<file path="config.mk">
export PLATFORM = sky130hd
export DESIGN_NAME = signature_scan_word_capture
export DESIGN_NICKNAME = d
export VERILOG_FILES = /design/src/sv/ssw_pkg.sv /design/src/sv/signature_scan_word_capture.sv /design/src/sv/ssw_matcher.sv
export SDC_FILE = /design/constraint.sdc
export NUM_CORES = 2
export LEC_CHECK = 0
export BUFFER_PORTS_ARGS = -buffer_cell sky130_fd_sc_hd__buf_2
export CAP_MARGIN = 10
export CELL_PAD_IN_SITES_DETAIL_PLACEMENT = 0
export CELL_PAD_IN_SITES_GLOBAL_PLACEMENT = 1
export CORE_ASPECT_RATIO = 0.75
export CORE_UTILIZATION = 46
export DETAILED_ROUTE_END_ITERATION = 10
export HOLD_SLACK_MARGIN = 0.1
export PLACE_DENSITY = 0.76
export SYNTH_ARGS = -nofsm -noshare
export SYNTH_HDL_FRONTEND = slang
export SYNTH_HIERARCHICAL = 1
export SYNTH_SLANG_ARGS = --single-unit
</file>
<file path="constraint.sdc">
create_clock -name clock -period 22.9 [get_ports clock]
set_input_delay 1.145 -clock clock [delete_from_list [all_inputs] [get_ports clock]]
set_output_delay 1.145 -clock clock [all_outputs]
set_load 0.03 [all_outputs]
</file>
<file path="src/sv/ssw_pkg.sv">
// Shared types, constants and a helper function for the signature scan word capture block.
`default_nettype none

package ssw_pkg;

   localparam int WinLen   = 78;
   localparam int SigLen   = 17;
   localparam int CountW   = $clog2(WinLen + 1);
   localparam int NumWords = 8;
   localparam int SlotLen  = 7;

   localparam logic [7:0] SigBytes [SigLen] = '{
      8'h56, 8'h57, 8'h50, 8'h8D, 8'h45, 8'hF4, 8'h64, 8'hA3,
      8'h00, 8'h00, 8'h00, 8'h00, 8'h8B, 8'h73, 8'h08, 8'h8B, 8'hCE
   };

   localparam int SlotOffsets [NumWords] = '{0, 7, 14, 23, 30, 37, 47, 54};

   localparam int AnchorAPos = SigLen + 21;
   localparam int AnchorBPos = SigLen + 44;

   localparam logic [7:0] AnchorMov   = 8'h8B;
   localparam logic [7:0] AnchorAByte = 8'h06;
   localparam logic [7:0] AnchorBByte = 8'h40;
   localparam logic [7:0] AnchorBDisp = 8'h2C;
   localparam logic [7:0] SlotOpcode  = 8'hC7;
   localparam logic [7:0] SlotModrm   = 8'h45;

   typedef logic [WinLen-1:0][7:0] window_type;
   typedef logic [NumWords-1:0][31:0] word_set_type;

   typedef struct packed {
      logic         hit;
      word_set_type words;
   } match_type;

   // A slot yields its immediate word only when it opens with the expected opcode pair.
   function automatic logic [31:0] slot_word(input window_type win, input int pos);
      logic [31:0] word;
      word = {win[pos + 3], win[pos + 4], win[pos + 5], win[pos + 6]};
      if (win[pos] != SlotOpcode || win[pos + 1] != SlotModrm) begin
         word = '0;
      end
      return word;
   endfunction

endpackage

`default_nettype wire

</file>
<file path="src/sv/signature_scan_word_capture.sv">
// Top level of the signature scan word capture block.
`default_nettype none

// The block accepts one buffer byte per cycle and keeps the 78 bytes before it in a shift
// window. When a byte is accepted, the window as it stood before that byte is checked for
// the signature and anchors; the first hit, or the final byte of a buffer without a hit,
// loads the result register, and its beat is offered on the next cycle. The only limit on
// rate is the single result register, so req_ready drops only while a result beat waits and
// rsp_ready is low. After the first hit no further results are produced until reset.
module signature_scan_word_capture
   import ssw_pkg::*;
(
   input  logic        clock,
   input  logic        reset,
   input  logic        req_valid,
   output logic        req_ready,
   input  logic [7:0]  req_data_byte,
   input  logic        req_end_of_buffer,
   output logic        rsp_valid,
   input  logic        rsp_ready,
   output logic        rsp_found,
   output logic [31:0] rsp_key_word_a,
   output logic [31:0] rsp_key_word_b,
   output logic [31:0] rsp_key_word_c,
   output logic [31:0] rsp_key_word_d,
   output logic [31:0] rsp_vector_word_a,
   output logic [31:0] rsp_vector_word_b,
   output logic [31:0] rsp_vector_word_c,
   output logic [31:0] rsp_vector_word_d
);

   window_type        window_ff, window_in;
   logic [CountW-1:0] bytes_seen_ff, bytes_seen_in;
   logic              search_done_ff, search_done_in;
   logic              rsp_valid_ff, rsp_valid_in;
   logic              rsp_found_ff, rsp_found_in;
   word_set_type      rsp_words_ff, rsp_words_in;

   match_type match;
   logic      accept;
   logic      emit;

   ssw_matcher u_matcher (
      .window     (window_ff),
      .bytes_seen (bytes_seen_ff),
      .match      (match)
   );

   assign req_ready = !rsp_valid_ff || rsp_ready;
   assign accept    = req_valid && req_ready;
   assign emit      = accept && !search_done_ff && (match.hit || req_end_of_buffer);

   always_comb begin
      window_in      = window_ff;
      bytes_seen_in  = bytes_seen_ff;
      search_done_in = search_done_ff;
      rsp_found_in   = rsp_found_ff;
      rsp_words_in   = rsp_words_ff;
      rsp_valid_in   = rsp_valid_ff && !rsp_ready;

      if (accept) begin
         window_in = {req_data_byte, window_ff[WinLen-1:1]};
         if (bytes_seen_ff != CountW'(WinLen)) begin
            bytes_seen_in = bytes_seen_ff + CountW'(1);
         end
         if (req_end_of_buffer) begin
            window_in     = '0;
            bytes_seen_in = '0;
         end
      end

      if (emit) begin
         rsp_valid_in = 1'b1;
         rsp_found_in = match.hit;
         rsp_words_in = match.hit ? match.words : '0;
         if (match.hit) begin
            search_done_in = 1'b1;
         end
      end
   end

   always_ff @(posedge clock) begin
      if (reset) begin
         window_ff      <= '0;
         bytes_seen_ff  <= '0;
         search_done_ff <= 1'b0;
         rsp_valid_ff   <= 1'b0;
      end else begin
         window_ff      <= window_in;
         bytes_seen_ff  <= bytes_seen_in;
         search_done_ff <= search_done_in;
         rsp_valid_ff   <= rsp_valid_in;
      end
   end

   always_ff @(posedge clock) begin
      rsp_found_ff <= rsp_found_in;
      rsp_words_ff <= rsp_words_in;
   end

   assign rsp_valid         = rsp_valid_ff;
   assign rsp_found         = rsp_found_ff;
   assign rsp_key_word_a    = rsp_words_ff[0];
   assign rsp_key_word_b    = rsp_words_ff[1];
   assign rsp_key_word_c    = rsp_words_ff[2];
   assign rsp_key_word_d    = rsp_words_ff[3];
   assign rsp_vector_word_a = rsp_words_ff[4];
   assign rsp_vector_word_b = rsp_words_ff[5];
   assign rsp_vector_word_c = rsp_words_ff[6];
   assign rsp_vector_word_d = rsp_words_ff[7];

   // A found beat always comes with the sticky flag already set.
   assert property (@(posedge clock) disable iff (reset)
      rsp_valid_ff && rsp_found_ff |-> search_done_ff)
      else $error("found beat without search_done set");

   // The sticky flag only rises together with a found beat loaded into the result register.
   assert property (@(posedge clock) disable iff (reset)
      $rose(search_done_ff) |-> rsp_valid_ff && rsp_found_ff)
      else $error("search_done rose without a found beat");

   // A beat for a buffer end without a hit carries all-zero words.
   assert property (@(posedge clock) disable iff (reset)
      rsp_valid_ff && !rsp_found_ff |-> rsp_words_ff == '0)
      else $error("not-found beat carries nonzero words");

   // The byte count saturates at the window length.
   assert property (@(posedge clock) disable iff (reset)
      bytes_seen_ff <= CountW'(WinLen))
      else $error("bytes_seen exceeds window length");

endmodule

`default_nettype wire

</file>
<file path="src/sv/ssw_matcher.sv">
// Signature and anchor compare over the byte window, with extraction of the eight words.
`default_nettype none

module ssw_matcher
   import ssw_pkg::*;
(
   input  window_type        window,
   input  logic [CountW-1:0] bytes_seen,
   output match_type         match
);

   logic sig_ok;
   logic anchor_ok;

   always_comb begin
      sig_ok = 1'b1;
      for (int i = 0; i < SigLen; i++) begin
         if (window[i] != SigBytes[i]) begin
            sig_ok = 1'b0;
         end
      end
   end

   assign anchor_ok = (window[AnchorAPos] == AnchorMov) &&
                      (window[AnchorAPos + 1] == AnchorAByte) &&
                      (window[AnchorBPos] == AnchorMov) &&
                      (window[AnchorBPos + 1] == AnchorBByte) &&
                      (window[AnchorBPos + 2] == AnchorBDisp);

   always_comb begin
      match.hit = (bytes_seen == CountW'(WinLen)) && sig_ok && anchor_ok;
      for (int w = 0; w < NumWords; w++) begin
         match.words[w] = slot_word(window, SigLen + SlotOffsets[w]);
      end
   end

endmodule

`default_nettype wire
</file>
Word-level counts from Yosys, hierarchy flattened
Cells that the tools add are included.
Operators by class
  add/sub/neg operators: 1
  bitwise gates (word level): 1
  mux-type cells: 21
  reductions and logical operators: 38
  equality and inequality tests: 36
Operators with widths (count)
  624-bit two-way mux: 1
  8-bit by 7-bit inequality test with 1-bit output, second input constant: 14
  8-bit inequality test, second input constant: 14
  8-bit nonzero test: 4
  1-bit two-way mux: 18
  8-bit equality test, second input constant: 2
  2-bit OR reduction: 8
  7-bit two-way mux: 2
  1-bit logical AND: 10
  1-bit logical OR: 10
  8-bit by 3-bit equality test with 1-bit output, second input constant: 1
  8-bit by 6-bit equality test with 1-bit output, second input constant: 1
  8-bit by 7-bit equality test with 1-bit output, second input constant: 1
  8-bit by 4-bit inequality test with 1-bit output, second input constant: 1
  7-bit by 1-bit adder with 7-bit output, second input constant: 1
  7-bit equality test, second input constant: 1
  7-bit inequality test, second input constant: 1
  2-bit AND reduction: 2
  1-bit logical NOT: 3
  2-bit nonzero test: 1
  1-bit NOT: 1
Word-level totals
  input bits: 13
  register bits after elaboration: 890
  logic and storage cells: 187

Logic depth before layout (Yosys ltp)
  word-level depth: 23
  mapped depth: 9
  gate-level depth less buffers: 8

By module
Netlist, hierarchy kept.
By module, submodules not included
  signature_scan_word_capture: cells an instance 3375, area each 32621.3 um2, instances 1
  ssw_matcher: cells an instance 392, area each 2895.3 um2, instances 1

Least setup slack after synthesis
Ideal clock, no wire load.
  path type: in2reg
  from: input port rsp_ready
  to: register rsp_found_ff (netlist: rsp_found), enable pin
  slack: 2493 ps
  data arrival time: 19218 ps
  setup time: 1190 ps
  stages: 6
  cells stage by stage: nor2b_4 inv_4 nand2_4 buf_4 clkbuf_1 nor3_1
On the way
  word-level cells in the longest chain between the ends: 4
RTL lines
  start: declaration: RTL line signature_scan_word_capture.sv:20  | input logic rsp_ready,
  1-bit logical OR: RTL line signature_scan_word_capture.sv:49  | assign req_ready = !rsp_valid_ff || rsp_ready;
  named net req_ready: RTL line signature_scan_word_capture.sv:16  | output logic req_ready,
  1-bit logical AND: RTL line signature_scan_word_capture.sv:50  | assign accept = req_valid && req_ready;
  1-bit logical AND (2 in series): RTL line signature_scan_word_capture.sv:51  | assign emit = accept && !search_done_ff && (match.hit || req_end_of_buffer);
  named net emit: RTL line signature_scan_word_capture.sv:41  | logic emit;
  end signal: assignment: RTL line signature_scan_word_capture.sv:97  | rsp_found_ff <= rsp_found_in;
  end: declaration: RTL line signature_scan_word_capture.sv:36  | logic rsp_found_ff, rsp_found_in;
The timed path passes the listed nets, and every way through them passes these cells.
A chain may end at the register's enable or synchronous reset.

==> summary.txt <==
Outcome
  – Status: complete, no violations

Timing
  – Final Cycle Share: 0.236
  – Highest clock rate: about 0.19 GHz
  – Unrepaired setup endpoints after global routing: no
  – Setup violations, final: 0
  – Worst Skew: 20.8 ps
  – Worst slew margin: 0.228
  – Setup TNS: 0 ps
  – Measured slew at the worst slew-check pin: 1160 ps
  – Min Tclk post-route: between 5000 and 6000 ps
  – Worst hold slack: 450 ps
  – Slew Limit Fails: 0
  – Hold Violations, Final: 0

Logic synthesis
  – Mapped cell area: 35500 um2
  – Most common cell in the netlist: nand2_1
  – Cells after Synth: 3767
  – Ys Warns: 6
  – FFs w/ async S/R, synth: 0
  – Cell taking the most area after synthesis: dfxtp_1
  – Synth Flop Type: dfxtp_1
  – Most frequent cells after synthesis: nand2_1 (638), dfxtp_1 (633), a21oi_1 (630), nand3_1 (625), and2_1 (512)
  – Yosys cell types: 42
  – #FFs+latches synth: 890
  – Syn Nets: 3782
  – Post-synth top area share: 0.357
  – Post-synth EDFFs: 257
  – Sequential area share after synthesis: 0.574
  – Main area contributors after synthesis: dfxtp_1 (36%), edfxtp_1 (22%), and2_1 (9.0%)
  – Synth Area per Inst: 9.43 um2

Setup path
  – Worst EP arrival: 5650 ps
  – R2R depth: 9
  – Crit Path Max Fanout: 91
  – Critical Path Start Type: flop
  – Critical path class: reg -> reg
  – WP data required: 23160 ps
  – Setup crit end kind: flop

Job
  – Max Cap Viol: 0

Floorplan
  – Die width: around 320 um
  – Num rows: between 80 and 90
  – Initial Util: 0.469
  – Die Ht: 243 um
  – Die Footprint: a little under 80000 um2
  – Ports: between 200 and 300
  – Core footprint: 75800 um2

Power
  – Leakage: 0.0129 uW
  – Comb pwr share: 0.049
  – Sw Pwr: approximately 760 uW
  – Internal Power: ~2600 uW
  – Net Sw Frac: 0.228
  – Seq pwr share: 0.497
  – Final Power: 3310 uW
  – Clock Power Share: 0.453
  – Maximum vdd ir drop: 0.0000552 V
  – P per Cell Area: about 84 nW/um2

Clock tree
  – Clock Latency Late Sink: 640 ps
  – CTS resizes: 0
  – CTS Buffer Depth: 3
  – Cts-stage hold buffer count: 0
  – Clock sink count: 890
  – Post-CTS setup buffers: 0
  – Htree depth: 3
  – Clock Tree Root: clkbuf_16
  – Total CTS buffers: between 80 and 90
  – CTS tree: built
  – Worst-path clk slew: 60 ps

Final layout
  – Antenna cell count: 0
  – Final Cell Area: 39500 um2
  – Layout area overhead: 11.1%
  – Ratio of cells with drive above 1 in the final layout: 0.118
  – Fin nets: 3836

Place
  – DP HPWL: 46.0 mm
  – Number of port buffers: 271
  – Post-DP Area: around 36000 um2
  – GPL Wtd Cong: ~0.75

Global route
  – M2 GR Usage: 0.292
  – Largest net degree at the start of global routing: approximately 230
  – GR peak layer: met1
  – Number of global-route vias before repair: 23891
  – First-pass GRT wire length: 132 mm
  – Global router's overall resource usage: 0.202
  – Grt ovf: 0
  – Initial antenna violation count: 0
  – M1 GR Usage: 0.314
  – Met3 GRT Util: 0.0287

Worst hold path
  – Hold Crit Class: reg -> reg
  – Worst Hold Depth: 2

Detailed routing
  – Routed wire length: ~81 mm
  – Antenna Nets Post-Route: 0
  – WL per Instance: 16.6 um
  – 1st-iter DRT viols: 2212
  – Via count: 26012
  – Via density: 5.29
  – Pre-Repair DR Iteration Count: 8
  – Remaining DRCs: 0
final cells by class:
cell class,instances,area [um2]
timing repair buffer,297,1600
fill,7096,36300
tap,1023,1280
sequential,890,20400
multi-input combinational,2541,13100
inverter,4,25.0
clock inverter,27,329
clock buffer,134,2710
state kept, by name (all words and copies together) (netlist names):
register	count
window_ff	624
rsp_key_word_a	32
rsp_key_word_b	32
rsp_key_word_c	32
rsp_key_word_d	32
rsp_vector_word_a	32
rsp_vector_word_b	32
rsp_vector_word_c	32
rsp_vector_word_d	32
bytes_seen_ff	7
rsp_found	1
rsp_valid	1
search_done_ff	1
metal layers:
metal	routed length [um]	vias to the layer above
li1	-	12997
met1	41600	12490
met2	35300	418
met3	2980	107
met4	1560	0
met5	0	-
power by group through the flow:
stage	clock network [uW]	logic (uW)	registers, uW
floorplan	0	89.3	1740
global placement	0	166	1680
detailed placement	0	165	1680
CTS	1530	165	1650
global route	1600	175	1650
finish	1500	163	1650
final timing paths:
path / start / to / slack (ps)
worst min-delay path: window_ff[5] / window_ff[5] / 450
worst min register to register: window_ff[5] / window_ff[5] / 450
worst max-delay path: window_ff[134] / rsp_vector_word_a[20] / 17510
worst max register to register: window_ff[134] / rsp_vector_word_a[20] / 17510
cell usage in the layout (no fill, tap or decap), types with 6 or more instances in the layout:
cell type  synthesis  final
nor4b_1           12     12
nand4bb_1          8      8
bufinv_16          0      7
nand2_1          638    638
nor2_1             8      8
a21oi_1          630    630
nand3_1          625    625
buf_4             26     23
and2_1           512    512
nor3_1             7      6
clkbuf_8           0     16
clkbuf_1         141     22
buf_2             76    270
edfxtp_1         257    257
dfxtp_1          633    633
nor4bb_1          25     25
nor4_1            11     11
nor4b_2            8      8
nand4_1           13     13
clkinv_2           0     11
clkbuf_16          0     96
nand4b_1           8      8
nor3_4             8      8
cells by family after synthesis:
kind of cell | share of synthesized area
compound gates | 0.0915
flops | 0.574
simple gates | 0.277
buf+inv | 0.0564
fa+ha+maj | 0.000704
critical path: stages (launching register included):
cell	delay (ps)
dfxtp_1	340
nor4bb_1	520
nand4_1	270
nor4_1	510
and4_4	860
nor2_1	150
nor3_2	170
buf_4	630
buf_4	650
buf_4	790
through the flow:
step                      utilization  setup WS (ps)  std cells
after floorplan                     -           2490       3767
after global placement          0.481          17130       4755
after detailed placement        0.481          17100       4755
after CTS                       0.521          17510       4916
after global routing            0.521          17200       4916
final                           0.521          17510       4916
Note: power is estimated with default switching activity, not from simulation.
